File: config.mk
export PLATFORM = sky130hd
export DESIGN_NAME = rcpa_div
export DESIGN_NICKNAME = d
export VERILOG_FILES = /design/src/hdl/row_column_profile_averager_assert.svh /design/src/hdl/rcpa_pkg.sv /design/src/hdl/rcpa_div.sv
export SDC_FILE = /design/constraint.sdc
export NUM_CORES = 1
export LEC_CHECK = 0
export BUFFER_PORTS_ARGS = -buffer_cell sky130_fd_sc_hd__buf_4
export CORE_MARGIN = 10
export CORE_UTILIZATION = 47
export CTS_CLUSTER_DIAMETER = 120
export CTS_CLUSTER_SIZE = 12
export DETAILED_ROUTE_END_ITERATION = 16
export GPL_TIMING_DRIVEN = 0
export PLACE_DENSITY = 0.75
export SLEW_MARGIN = 10
export SYNTH_ARGS = -nofsm -noshare
export SYNTH_HDL_FRONTEND = slang
export SYNTH_SLANG_ARGS = --single-unit
File: constraint.sdc
create_clock -name i_clk -period 1.95 [get_ports i_clk]
set_input_delay 0.195 -clock i_clk [delete_from_list [all_inputs] [get_ports i_clk]]
set_output_delay 0.195 -clock i_clk [all_outputs]
set_load 0.02 [all_outputs]
File: src/hdl/row_column_profile_averager_assert.svh
// Assertion macros shared by the row/column profile averager RTL.
`ifndef ROW_COLUMN_PROFILE_AVERAGER_ASSERT_SVH
`define ROW_COLUMN_PROFILE_AVERAGER_ASSERT_SVH

`ifndef SYNTHESIS

`define RCPA_ASSERT_IMPL(label, clk, rst_n, ante, cons) \
    label: assert property (@(posedge clk) disable iff (!(rst_n)) (ante) |-> (cons)) \
        else $error("assertion failed");

`define RCPA_ASSERT_NEXT(label, clk, rst_n, ante, cons) \
    label: assert property (@(posedge clk) disable iff (!(rst_n)) (ante) |=> (cons)) \
        else $error("assertion failed");

`else

`define RCPA_ASSERT_IMPL(label, clk, rst_n, ante, cons)

`define RCPA_ASSERT_NEXT(label, clk, rst_n, ante, cons)

`endif

`endif

File: src/hdl/rcpa_pkg.sv
// Types and constants of the row/column profile averager.
package rcpa_pkg;

    localparam int PIXEL_W = 16;
    localparam int SUM_W   = 24;
    localparam int POS_W   = 8;
    localparam int CFG_W   = 9;
    localparam int CFG_IDX_W = 1;

    localparam int DEF_MAX_WIDTH  = 256;
    localparam int DEF_MAX_HEIGHT = 256;
    localparam int DEF_PIXEL_BITS = 16;

    localparam logic [CFG_W-1:0] RST_FRAME_WIDTH  = CFG_W'(200);
    localparam logic [CFG_W-1:0] RST_FRAME_HEIGHT = CFG_W'(100);

    typedef enum logic [CFG_IDX_W-1:0] {
        CFG_FRAME_WIDTH  = 1'b0,
        CFG_FRAME_HEIGHT = 1'b1
    } t_cfg_index;

    typedef enum logic {
        KIND_COLUMN = 1'b0,
        KIND_ROW    = 1'b1
    } t_kind;

    typedef enum logic [3:0] {
        S_IDLE = 4'b0001,
        S_ADD  = 4'b0010,
        S_DIV  = 4'b0100,
        S_OUT  = 4'b1000
    } t_state;

    typedef struct packed {
        logic busy;
        logic done;
    } t_div_status;

endpackage

File: src/hdl/rcpa_div.sv
// Restoring divider, one quotient bit per cycle.
module rcpa_div #(
    parameter int DIVIDEND_W = 24,
    parameter int DIVISOR_W  = 9
) (
    input  logic                  i_clk,
    input  logic                  i_rst_n,
    input  logic                  i_start,
    input  logic [DIVIDEND_W-1:0] i_dividend,
    input  logic [DIVISOR_W-1:0]  i_divisor,
    output logic [DIVIDEND_W-1:0] o_quotient,
    output rcpa_pkg::t_div_status o_status
);
    import rcpa_pkg::*;

    localparam int CNT_W = (DIVIDEND_W > 1) ? $clog2(DIVIDEND_W) : 1;

    logic                  r_busy;
    logic                  r_done;
    logic [CNT_W-1:0]      r_cnt;
    logic [DIVISOR_W-1:0]  r_rem;
    logic [DIVIDEND_W-1:0] r_quo;
    logic [DIVISOR_W-1:0]  r_divisor;

    logic [DIVISOR_W:0]    shifted;
    logic [DIVISOR_W+1:0]  diff;

    assign shifted = {r_rem, r_quo[DIVIDEND_W-1]};
    assign diff    = {1'b0, shifted} - {2'b00, r_divisor};

    always_ff @(posedge i_clk) begin
        if (!i_rst_n) begin
            r_busy <= 1'b0;
            r_done <= 1'b0;
        end else begin
            r_done <= 1'b0;
            if (i_start) begin
                r_busy <= 1'b1;
            end else if (r_busy && (r_cnt == CNT_W'(DIVIDEND_W - 1))) begin
                r_busy <= 1'b0;
                r_done <= 1'b1;
            end
        end
    end

    always_ff @(posedge i_clk) begin
        if (i_start) begin
            r_cnt     <= '0;
            r_rem     <= '0;
            r_quo     <= i_dividend;
            r_divisor <= i_divisor;
        end else if (r_busy) begin
            r_cnt <= r_cnt + CNT_W'(1);
            if (!diff[DIVISOR_W+1]) begin
                r_rem <= diff[DIVISOR_W-1:0];
                r_quo <= {r_quo[DIVIDEND_W-2:0], 1'b1};
            end else begin
                r_rem <= shifted[DIVISOR_W-1:0];
                r_quo <= {r_quo[DIVIDEND_W-2:0], 1'b0};
            end
        end
    end

    assign o_quotient    = r_quo;
    assign o_status.busy = r_busy;
    assign o_status.done = r_done;

endmodule

### After elaboration in Yosys (flattened, before gate mapping)

Index checks and enable logic that the tools add are counted.

* output and inout bits: 26
* bits of input ports: 36
* bits in registers: 49

* bitwise operators: 1
* eq/ne operators: 1
* reduce and logical (&&, ||, !) cells: 4
* multiplexer cells: 7
* $add $sub $neg: 2

Operators by type and width (number)
* 2-to-1 mux 24 bit: 2
* subtractor 10 x 9 -> 11 bit: 1
* 2-to-1 mux 9 bit: 1
* adder 5 x 1 -> 5 bit, second input constant: 1
* equality test 5 bit, second input constant: 1
* 2-to-1 mux 1 bit: 4
* nonzero test 2 bit: 2
* OR reduction 2 bit: 1
* logical AND 1 bit: 1
* NOT 1 bit: 1

### Depth between registers and ports, before layout

Gate-level depths: netlist of run 1.

* word-level depth: 4
* gate-level depth with buffers: 10
* mapped depth without buffers: 9

### Least setup slack after synthesis of run 1

No wires, ideal clock.

* path kind: register to register
* start: register r_quo[23], in the netlist o_quotient[23]
* end: register r_rem[6]
* slack: -0.190 ns
* library setup time: 0.117 ns
* arrival: 2.023 ns
* path buffers: 0
* period minus slack after synthesis: 2.140 ns
* cell stages (with the launch flop): 10
* required time: 1.833 ns
* cells stage by stage: edfxtp_1 inv_1 ha_1 inv_1 fa_1 nand3_1 and2_1 o21ai_0 o32a_1 a22o_1

* cells in the longest elaborated chain, start to end: 2

Ends and longest elaborated chain
* start: declaration: line rcpa_div.sv:22 `logic [DIVIDEND_W-1:0] r_quo;`
* start signal: assignment: line rcpa_div.sv:50 `r_quo <= i_dividend;`
* start signal: assignment: line rcpa_div.sv:56 `r_quo <= {r_quo[DIVIDEND_W-2:0], 1'b1};`
* start signal: assignment: line rcpa_div.sv:59 `r_quo <= {r_quo[DIVIDEND_W-2:0], 1'b0};`
* subtractor 10 x 9 -> 11 bit: line rcpa_div.sv:29 `assign diff = {1'b0, shifted} - {2'b00, r_divisor};`
* 2-to-1 mux 9 bit: line rcpa_div.sv:54 `if (!diff[DIVISOR_W+1]) begin`
* end signal: assignment: line rcpa_div.sv:55 `r_rem <= diff[DIVISOR_W-1:0];`
* end signal: assignment: line rcpa_div.sv:58 `r_rem <= shifted[DIVISOR_W-1:0];`
* end: declaration: line rcpa_div.sv:21 `logic [DIVISOR_W-1:0] r_rem;`

No other way between the ends.
A chain may end at the register's enable or synchronous reset.

### Final worst setup path of run 1

Ends and elaborated chain as after synthesis.

==> flow_summary.toml, run 1 <==
[outcome]
status = "complete, but fails checks"
violations = "setup timing"

[place]
gp_congestion = 0.825
pre_cts_slack_ps = -275
place_hpwl_microns = 4160
port_buffers = 61

[global_route]
grt_use_total_pct = 13.7
grt_pass1_vias = 1918
grt_overflow = 0
grt_pass1_wl_microns = 9420
grt_util_met1_pct = 14.2
grtUsageMet3_pct = 6.93
top_usage_layer = "met2"
antenna_found_initial = 0
grt_use_met2_pct = 23.4
grt_max_degree = 25

[worst_setup_path]
worstPathArrival_ps = 2200
cpPeakStageDelay_ps = 420
r2r-end = "r_rem[6]$_SDFFE_PP0P_"
r2r_slack_ps = -50
start_kind = "register"
endpoint = "r_rem[6]$_SDFFE_PP0P_"
rr_worst_depth = 9
cp.required_ps = 2150
path_depth = 9
endpoint_kind = "register"
crit_top_cell = "inv_2"
cpLargestDelayFamily = "compound AO/OA/AOI/OAI gates"
cp_max_fo = 3
path_cells = "inv_2 -> ha_4 -> inv_2 -> fa_2 -> nand3_4 -> and2_4 -> o21ai_4 -> o32a_1 -> a22o_1"
cp-startpoint = "o_quotient[23]$_DFFE_PP_"
path_buf_inv = 2
worst_r2r_startpoint = "o_quotient[23]$_DFFE_PP_"
critPathKind = "register to register"
crit_path_top_delay_cell = "edfxtp_1"

[yosys]
yosysUniqueCellTypes = 48
netlist_area_sq_mm = 0.00243
yosysTopAreaCellShare_pct = 40.8
yosys.area.top_type = "edfxtp_1"
syn_inst = 199
synth_edf_count = 33
ys_ff_latch = 49
synthesis.yosys.warnings = 0
synthTopCellsByArea = "edfxtp_1 (41%), dfxtp_1 (13%), mux2_2 (11%)"
mappedNetlistNets = 246
synth_flop_cell = "edfxtp_1"
post-synth-top-count-cell = "edfxtp_1"
synth-seq-area-share_pct = 54.0
synthArstFlopShare_pct = 0
avgSynthCellArea_sq_um = 12.2
netlist_top_cells_count = "edfxtp_1 (33), mux2_2 (24), dfxtp_1 (16)"

[timing]
finalCritPeriodShare_pct = 102
slew_violations = 0
timing.fmax_mhz = 501
setup-violations-final = 2
clock_skew_ps = 8.54
worst_slew_pin_slew_ps = 580
hold_viol = 0
min_period_ps = 2000
rsz0062_at_grt = "true"
setup_slack_ps = -47.6
slew_headroom_pct = 61.3

[finish]
final_net_count = 322
multi_input_area_sq_mm = 0.00116
nFillCells = 388
seq_area_sq_mm = 0.00131
final_core_util_pct = 65.5
area_growth_pct = 36.0
antenna_cells = 0
drive_gt1_share_pct = 48.6

[drt]
vias_per_cell = 5.31
drt_wl_total_microns = 5880
drt_iter0_drc = 72
detail-route-antenna-nets = 0
drc = 0
vias = 1838
wl_per_cell_microns = 17.0
first_pass_iters = 4

[flow_run]
max_cap_violations = 0

[floorplanning]
die_y_microns = 91.9
initial_core_util_pct = 48.1
core_area_sq_mm = 0.00504
ios = 62
dieArea_sq_mm = 0.00844
num_rows = 26
die_w_microns = 91.9

[power_and_ir_drop]
power.leakage_uw = 0.00134
vdd_drop_max_mv = 0.430
pwr_density_cell_mw_per_mm2 = 783

[clocking]
clk_latency_ps = 300
cts_buffer_depth = 2
cts_made_buffers = 5
htreeDepth = 2
cts_tree = "done"
cts_root_buf = "clkbuf_8"
cts.sinks = 49
ctsHoldBuffers = 0
clk_pin_slew_ps = 100

[hold_path]
hold_path.class = "input port to register"
power by group:
group | internal, uW | total (uW) | switching, uW | leakage (uW)
clock | 386 | 742 | 356 | 0.0000554
combinational | 291 | 584 | 293 | 0.000820
sequential | 1210 | 1260 | 50.4 | 0.000461
worst min-delay path by stage:
| stage | start | end | cells after the start |
|---|---|---|---|
| after floorplan | i_divisor[0] | r_divisor[0]$_DFFE_PP_ | 0 |
| after global placement | i_divisor[7] | r_divisor[7]$_DFFE_PP_ | 1 |
| after detailed placement | i_divisor[6] | r_divisor[6]$_DFFE_PP_ | 1 |
| after CTS | i_divisor[6] | r_divisor[6]$_DFFE_PP_ | 1 |
| after global routing | i_divisor[2] | r_divisor[2]$_DFFE_PP_ | 1 |
| final | i_divisor[8] | r_divisor[8]$_DFFE_PP_ | 1 |
sequential cells by signal (all words and copies together) (netlist names):
register    cells
r_rem           9
r_done          1
o_quotient     24
r_busy          1
r_divisor       9
r_cnt           5
logic make-up after synthesis:
group	Yosys count	synth area share, %
simple gates	47	9.69
buf+inv	22	4.07
fa+ha+maj	11	5.98
mux	28	12.8
flops	49	54.0
compound gates	36	11.3
xor+xnor	6	2.17
metrics by stage:
step | power (uW) | TNS (ps) | area [sq um] | hold slack, ps | cells
finish | 2580 | -62.2 | 3300 | 61.9 | 346
global route | 2700 | -418 | 3300 | 48.9 | 346
CTS | 2540 | -361 | 3140 | 54.4 | 341
detailed placement | 1790 | -7530 | 2980 | 376 | 330
global placement | 1770 | -6230 | 2980 | 374 | 330
floorplan | 1580 | -292 | 2440 | 294 | 199
placed cells by master (no fill, tap or decap), types with 4 or more instances in the layout:
cell type,n
mux2_2,24
nand2_1,11
ha_4,4
ha_1,5
buf_4,70
nor2_1,12
dfxtp_1,15
mux2i_1,4
clkbuf_8,5
a21oi_2,4
edfxtp_1,33
o21ai_1,4
inv_1,10
layer usage:
metal	up-vias	wire length [microns]
met5	-	0
met4	0	82
met3	10	542
met2	52	2950
met1	892	2310
li1	884	-
repair_timing:
action	CTS	global route
gates resized for setup	9	23
setup endpoints to repair	10	34
cloned	0	1
setup buffers	4	4
pin swaps	9	11
area by class of cell:
class                           count  area share [%]
Buffer                              7            1.06
Clock buffer                        6            2.20
Clock inverter                      2            1.17
Inverter                           14            1.71
Multi-Input combinational cell    128            35.2
Sequential cell                    49            39.7
Tap cell                           70            2.65
Timing Repair Buffer               69            16.1
Timing Repair inverter              1           0.227
Note: power is estimated with default switching activity, not from simulation.
==> run 2, diff against run 1 <==
--- a/config.mk
+++ b/config.mk
@@ -6,13 +6,15 @@
 export NUM_CORES = 1
 export LEC_CHECK = 0
 export BUFFER_PORTS_ARGS = -buffer_cell sky130_fd_sc_hd__buf_4
+export CELL_PAD_IN_SITES_DETAIL_PLACEMENT = 0
+export CELL_PAD_IN_SITES_GLOBAL_PLACEMENT = 1
 export CORE_MARGIN = 10
-export CORE_UTILIZATION = 47
+export CORE_UTILIZATION = 37
 export CTS_CLUSTER_DIAMETER = 120
 export CTS_CLUSTER_SIZE = 12
 export DETAILED_ROUTE_END_ITERATION = 16
 export GPL_TIMING_DRIVEN = 0
-export PLACE_DENSITY = 0.75
+export PLACE_DENSITY_LB_ADDON = 0.1
 export SLEW_MARGIN = 10
 export SYNTH_ARGS = -nofsm -noshare
 export SYNTH_HDL_FRONTEND = slang
==> flow_summary.toml, run 2 (synthesized netlist as in run 1, its figures left out) <==
[finish]
drive_gt1_share_pct = 47.1
final_cell_area_sq_mm = 0.00330
largest_register_ffs = 24
area_growth_pct = 36.1
antenna_cells = 0
final_cell_mix = "buf_4 (71), edfxtp_1 (33), mux2_2 (23)"
nFillCells = 592
final_net_count = 324
layout_commonest_cell = "buf_4"
finalNonFillerCells = 355

[clocking]
cts_buffer_depth = 2
cts.sinks = 49
clk_pin_slew_ps = 90
cts_root_buf = "clkbuf_8"
ctsHoldBuffers = 0
clk_latency_ps = 300
htreeDepth = 2
cts_made_buffers = 5
cts_tree = "done"

[drt]
drt_iter0_drc = 79
drt_wl_total_microns = 5790
vias_per_cell = 5.02
wl_per_cell_microns = 16.3
vias = 1781
detail-route-antenna-nets = 0
drc = 0
first_pass_iters = 4

[timing]
slew_violations = 0
min_period_ps = 1970
setup_tns_ps = -38.9
setup_slack_ps = -21.1
clock_skew_ps = 6.69
worst_slew_pin_slew_ps = 553
rsz0062_at_grt = "true"
hold_viol = 0
setup-violations-final = 3
finalCritPeriodShare_pct = 101
slew_headroom_pct = 63.1
timing.fmax_mhz = 507

[power_and_ir_drop]
swShare_pct = 27.0
combPwrFrac_pct = 23.8
seqPwrFrac_pct = 51.2
intPower_uw = 1790
pwr_density_cell_mw_per_mm2 = 742
p_total_uw = 2450
power.leakage_uw = 0.00134
clockPowerShare_pct = 25.0
vdd_drop_max_mv = 0.391
power_switching_uw = 662

[worst_setup_path]
cp.required_ps = 2150
worstPathArrival_ps = 2170
critPathKind = "register to register"
cpPeakStageDelay_ps = 380
endpoint_kind = "register"
cp_max_fo = 4
cpLargestDelayFamily = "compound AO/OA/AOI/OAI gates"
crit_path_top_delay_cell = "a21oi_1"
path_cells = "inv_1 -> ha_1 -> a21oi_1 -> and2_4 -> o21ai_4 -> o32a_1 -> a22o_1"
path_buf_inv = 1
start_kind = "register"
rr_worst_depth = 7
path_depth = 7

[hold_path]
hold_path.class = "input port to register"
min_path_cells = 1

[outcome]
violations = "setup timing"
status = "complete, but fails checks"

[place]
placedCellCount = 337
place_hpwl_microns = 4190
postPlaceCellArea_sq_mm = 0.00299
port_buffers = 61
gp_congestion = 0.713

[global_route]
grt_max_degree = 25
grt_use_total_pct = 11.2
grt_pass1_vias = 1886
grt_overflow = 0
grt_pass1_wl_microns = 9250
antenna_found_initial = 0

[floorplanning]
die_w_microns = 101
core_area_sq_mm = 0.00635
initial_core_util_pct = 38.2
die_y_microns = 101
dieArea_sq_mm = 0.0102
ios = 62
num_rows = 29

[flow_run]
max_cap_violations = 0
[run 2: timing repair]
| action | 4_1_cts | 5_1_grt |
|---|---|---|
| setup buffers | 8 | 2 |
| setup endpoints to repair | 10 | 34 |
| gates cloned | 0 | 1 |
| endpoints found under the hold margin | 0 | 0 |
| gates resized for setup | 8 | 23 |
| pin swaps | 8 | 11 |
[run 2: final cells by class]
cell class	count	area [sq um]	area share [%]
buffer	7	35.0	1.06
clock buffer	8	90.1	2.73
inverter	14	56.3	1.70
multi-input combinational	128	1160	35.0
sequential	49	1310	39.7
tap	77	96.3	2.92
timing repair buffer	71	549	16.6
timing repair inverter	1	7.51	0.227
[run 2: through the flow]
stage	worst slack, ps	utilization [%]	hold WS (ps)
6_report	-21.1	52.0	68.0
5_1_grt	-126	52.0	47.5
4_1_cts	-90.0	50.0	62.1
3_5_place_dp	-211	47.1	375
3_3_place_gp	-211	47.1	374
2_1_floorplan	-63.9	-	294
[run 2: layer usage]
layer	GRT usage, %	up-vias	routed length [microns]
li1	-	893	-
met1	14.0	835	2530
met3	5.76	7	499
met5	0	-	0
met2	16.6	46	2700
met4	2.89	0	70
[run 2: worst paths after layout]
| kind | endpoint | start | slack, ps |
|---|---|---|---|
| min | r_divisor[7]$_DFFE_PP_ | i_divisor[7] | 70 |
| max | r_rem[6]$_SDFFE_PP0P_ | r_divisor[3]$_DFFE_PP_ | -20 |
| max reg2reg | r_rem[6]$_SDFFE_PP0P_ | r_divisor[3]$_DFFE_PP_ | -20 |
| min reg2reg | r_rem[2]$_SDFFE_PP0P_ | r_rem[2]$_SDFFE_PP0P_ | 500 |
[run 2: power groups by stage]
stage          Clock (uW)  Combinational, uW  Sequential, uW
4_1_cts               633                545            1250
3_5_place_dp            0                513            1280
2_1_floorplan           0                248            1340
5_1_grt               674                638            1270
6_report              613                584            1250
3_3_place_gp            0                511            1280
